===== config.mk =====
export PLATFORM = sky130hd
export DESIGN_NAME = gbns_ram
export DESIGN_NICKNAME = d
export VERILOG_FILES = /design/src/sv/gbns_ram.sv
export SDC_FILE = /design/constraint.sdc
export NUM_CORES = 1
export LEC_CHECK = 0
export CAP_MARGIN = 5
export CORE_AREA = 3 3 152 117
export CTS_BUF_LIST = sky130_fd_sc_hd__clkbuf_2
export DETAILED_ROUTE_END_ITERATION = 16
export DIE_AREA = 0 0 155 120
export DONT_BUFFER_PORTS = 1
export SLEW_MARGIN = 20
export SYNTH_ARGS = -nofsm -noshare
export SYNTH_HDL_FRONTEND = slang
export SYNTH_SLANG_ARGS = --single-unit
export TNS_END_PERCENT = 30

===== constraint.sdc =====
create_clock -name clock -period 1.8 [get_ports clock]
set_clock_uncertainty 0.2 [all_clocks]
set_input_delay 0.27 -clock clock [delete_from_list [all_inputs] [get_ports clock]]
set_output_delay 0.27 -clock clock [all_outputs]
set_load 0.005 [all_outputs]

===== src/sv/gbns_ram.sv =====
// Generic single-clock RAM: one write port, one read port with registered data.
// Read data holds while no read is issued. Depends on nothing.
module gbns_ram #(
   parameter int WIDTH = 8,
   parameter int DEPTH = 16
) (
   input  logic                     clock,
   input  logic                     wr_en,
   input  logic [$clog2(DEPTH)-1:0] wr_addr,
   input  logic [WIDTH-1:0]         wr_data,
   input  logic                     rd_en,
   input  logic [$clog2(DEPTH)-1:0] rd_addr,
   output logic [WIDTH-1:0]         rd_data
);

   logic [WIDTH-1:0] mem_ff [DEPTH];
   logic [WIDTH-1:0] rd_data_ff;

   always_ff @(posedge clock) begin
      if (wr_en) begin
         mem_ff[wr_addr] <= wr_data;
      end
      if (rd_en) begin
         rd_data_ff <= mem_ff[rd_addr];
      end
   end

   assign rd_data = rd_data_ff;

endmodule


Yosys cells after proc, flatten, opt, wreduce, memory -nomap -nowiden
Memory sizes are Yosys's and may differ from the RTL's. A register that Yosys moved wholly into a read port is not among the register bits.
Cells that the tools add are included.

cells by class
  muxes and demuxes = 2

operators with widths
  operator  count
  $mux W1   2

storage, ports and cells
  bits in writable memories = 128
  logic and storage cells = 3
  output and inout port bits = 8
  flip-flop bits (word level) = 0
  memories = 1
  bits of input ports = 19

memories
  name    depth  width  rd ports  clocked after memory_dff  write ports  line  source
  mem_ff  16     8      1         1                         1            16    logic [WIDTH-1:0] mem_ff [DEPTH];

Longest topological paths before layout
  depth in word-level cells = 2
  mapped depth = 5
  mapped depth without buffers = 3

Worst setup path after synthesis
Ideal clock, no wire load.

  kind = input-to-reg
  start = in wr_addr[2]
  end = mem mem_ff[0][0], enable pin
  library setup time = 0.383 ns
  slack = -0.163 ns
  required time = 1.217 ns
  arrival time = 1.380 ns
  path buffers = 0
  cell stages on the path = 2
  cell sequence = or3b_2 > nor3_1

RTL lines
  what             line  source
  start, declared  9     input logic [$clog2(DEPTH)-1:0] wr_addr,
  end, declared    16

Straight into the memory's write port.

==> impl_metrics.tcl <==
set metrics [dict create \
    status "complete, but fails checks" \
    violations "hold timing" \
    worstSetupStartpointType "flop" \
    multi_input_area_um2 1070 \
    htreeDepth 4 \
    use_met3_pct 3.82 \
    grt_pass1_vias 2489 \
    holdPathEnd "rd_data[1]" \
    drive_gt1_share_pct 22.9 \
    vias_per_cell 4.92 \
    hold_ws_ns -0.139 \
    timing_hold_violations_final 8 \
    io_buffers 0 \
    synthMuxAreaShare_pct 14.8 \
    rsz0062_at_grt "no" \
    setup_violations 0 \
    place_area_um2 5540 \
    n_fill_cell 1534 \
    grt_busiest_layer "met2" \
    cts_buffers 17 \
    ys_seq_elements 136 \
    peakVddDrop_uv 427 \
    synthTopCellsByArea "edfxtp_1 78%, mux4_2 7.8%, mux4_1 7.0%" \
    post-cts-setup-buffers 0 \
    met2_usage_pct 17.7 \
    die-height_um 120 \
    synth_compound_area_share_pct 2.30 \
    cp.required_ns 1.99 \
    power.total_w 0.00531 \
    seq_area_frac_synth_pct 78.1 \
    hold_buffers 17 \
    worstPathMaxFanout 1 \
    wl_um 10900 \
    power_density_nw_per_um2 902 \
    reg2reg_from "mem_ff[0][5]" \
    hpwlAfterDp_um 6710 \
    hold_depth 3 \
    path_clk_slew_ns 0.19 \
    cts_buffer_depth 2 \
    slew_violations 0 \
    slew_headroom_pct 46.2 \
    yosys_warnings 0 \
    startpoint "mem_ff[0][5]" \
    syn-instance-count 229 \
    clock.fmax_mhz 575 \
    antenna_found_initial 2 \
    first_pass_iters 4 \
    r2r_slack_ns 0.06 \
    grt-ovfl-total 0 \
    area_growth_pct 12.6 \
    drtIter0Drc 209 \
    drv_cap 0 \
    gp_congestion 0.747 \
    synth_cell_types 18 \
    synth_top_family_by_area "multiplexers" \
    gr-usage-met1_pct 17.4 \
    r2r-end "rd_data[5]" \
    drtAntennaViolNets 0 \
    yosys.area.top_type "edfxtp_1" \
    wire_per_inst_um 22.0 \
    io_pins 27 \
    leakage_nw 1.88 \
    nets 290 \
    clk_latency_ns 0.64 \
    cts-root-buf "clkbuf_2" \
    setup_tns_ns 0 \
    post-route-period-util_pct 96.6 \
    syn_nets 248 \
    critPathArrivalTime_ns 1.93 \
    avgSynthCellArea_um2 22.8 \
    min_period_ns 1.74 \
    die_w_um 155 \
    worst_pin_slew_ns 0.805 \
    grtUsageTotal_pct 12.2 \
    grt_pass1_wl_um 16000 \
    final_cell_area_um2 5880 \
    yosysTopAreaCellShare_pct 78.1 \
    netlist_area_um2 5230 \
    cts_tree "done" \
    num_rows 41 \
    grt_start_max_net_pins 33 \
    yosys.area_share.simple_pct 3.14 \
    yosys.area_share.xor_xnor_pct 0 \
    worst-r2r-cell-count 3 \
    regArea_um2 4080 \
    cp-end-kind "flop" \
    synthAdderAreaFrac_pct 0 \
    drc 0 \
    hold_path.class "input port to flop" \
    die_area_um2 18600 \
    vias 2441 \
    critPathKind "flop to flop" \
    coreArea_um2 16600 \
    mostFrequentLayoutCells "136 x edfxtp_1, 20 x clkbuf_2, 19 x mux4_2" \
    hold_start "rd_addr[0]" \
    start_util_pct 31.5 \
    layout_commonest_cell "edfxtp_1" \
    clock_sinks 136 \
]
-- stage by stage --
stage               cells  util, %  setup slack (ns)
detailed placement    450     33.4            0.0133
finish                496     35.5            0.0621
global route          495     35.5           0.00361
floorplan             229        -            0.0476
global placement      450     33.4            0.0445
CTS                   495     35.5            0.0190
-- how the worst max path moves through the flow --
stage | end | depth (start not counted)
floorplan | rd_data[1] | 5
global placement | rd_data[2] | 3
detailed placement | rd_data[2] | 3
CTS | rd_data[2] | 3
global route | rd_data[5] | 3
finish | rd_data[5] | 3
-- report_power, final --
part           switching, W  total, W  internal [W]
clock network      0.000956   0.00141      0.000459
registers         0.0000219   0.00359       0.00356
logic              0.000170  0.000304      0.000134
-- worst max-delay path: stages (launching register included) --
cell	delay [ns]
edfxtp_1	0.40
mux4_1	0.55
a22oi_1	0.27
nand2_1	0.08
-- cells by family (layout without fill, tap and decap cells) --
kind of cell | after synthesis | after routing
compound gates | 16 | 16
buf+inv | 10 | 61
flops | 136 | 136
mux | 32 | 32
other cells | 0 | 1
simple gates | 35 | 35
-- cell type report --
cell class	count	area share, %
diodes	1	0.0425
well taps	215	4.57
clock inverters	8	1.02
flip-flops and latches	136	69.4
repair buffers	33	5.10
multi-input cells	83	18.2
clock buffers	20	1.70
-- state kept, by name (all words and copies together) (netlist names) --
signal	flops
mem_ff	128
rd_data	8
-- layer usage --
metal  vias to the layer above  share of wire (%)  wire, µm
met2                        73                 46      5060
met1                      1286                 46      5050
met5                         -               0.21        23
li1                       1063                  -         -
met4                         4               0.92       100
met3                        15                6.2       679
-- what timing repair did --
| action | CTS | global route |
|---|---|---|
| resized for setup | 0 | 3 |
| endpoints found under the setup margin | 0 | 3 |
| endpoints found under the hold margin | 272 | 8 |
-- synthesized netlist by cell type --
| cell | count |
|---|---|
| a22oi_1 | 16 |
| and2_1 | 1 |
| and2b_1 | 1 |
| buf_2 | 3 |
| buf_4 | 1 |
| buf_6 | 3 |
| clkdlybuf4s25_2 | 3 |
| edfxtp_1 | 136 |
| mux4_1 | 14 |
| mux4_2 | 18 |
| nand2_1 | 9 |
| nand2b_1 | 2 |
| nand3_1 | 1 |
| nand3b_1 | 2 |
| nor2_1 | 13 |
| nor2b_1 | 1 |
| nor3_1 | 4 |
| or3b_2 | 1 |
Note: power is estimated with default switching activity, not from simulation.
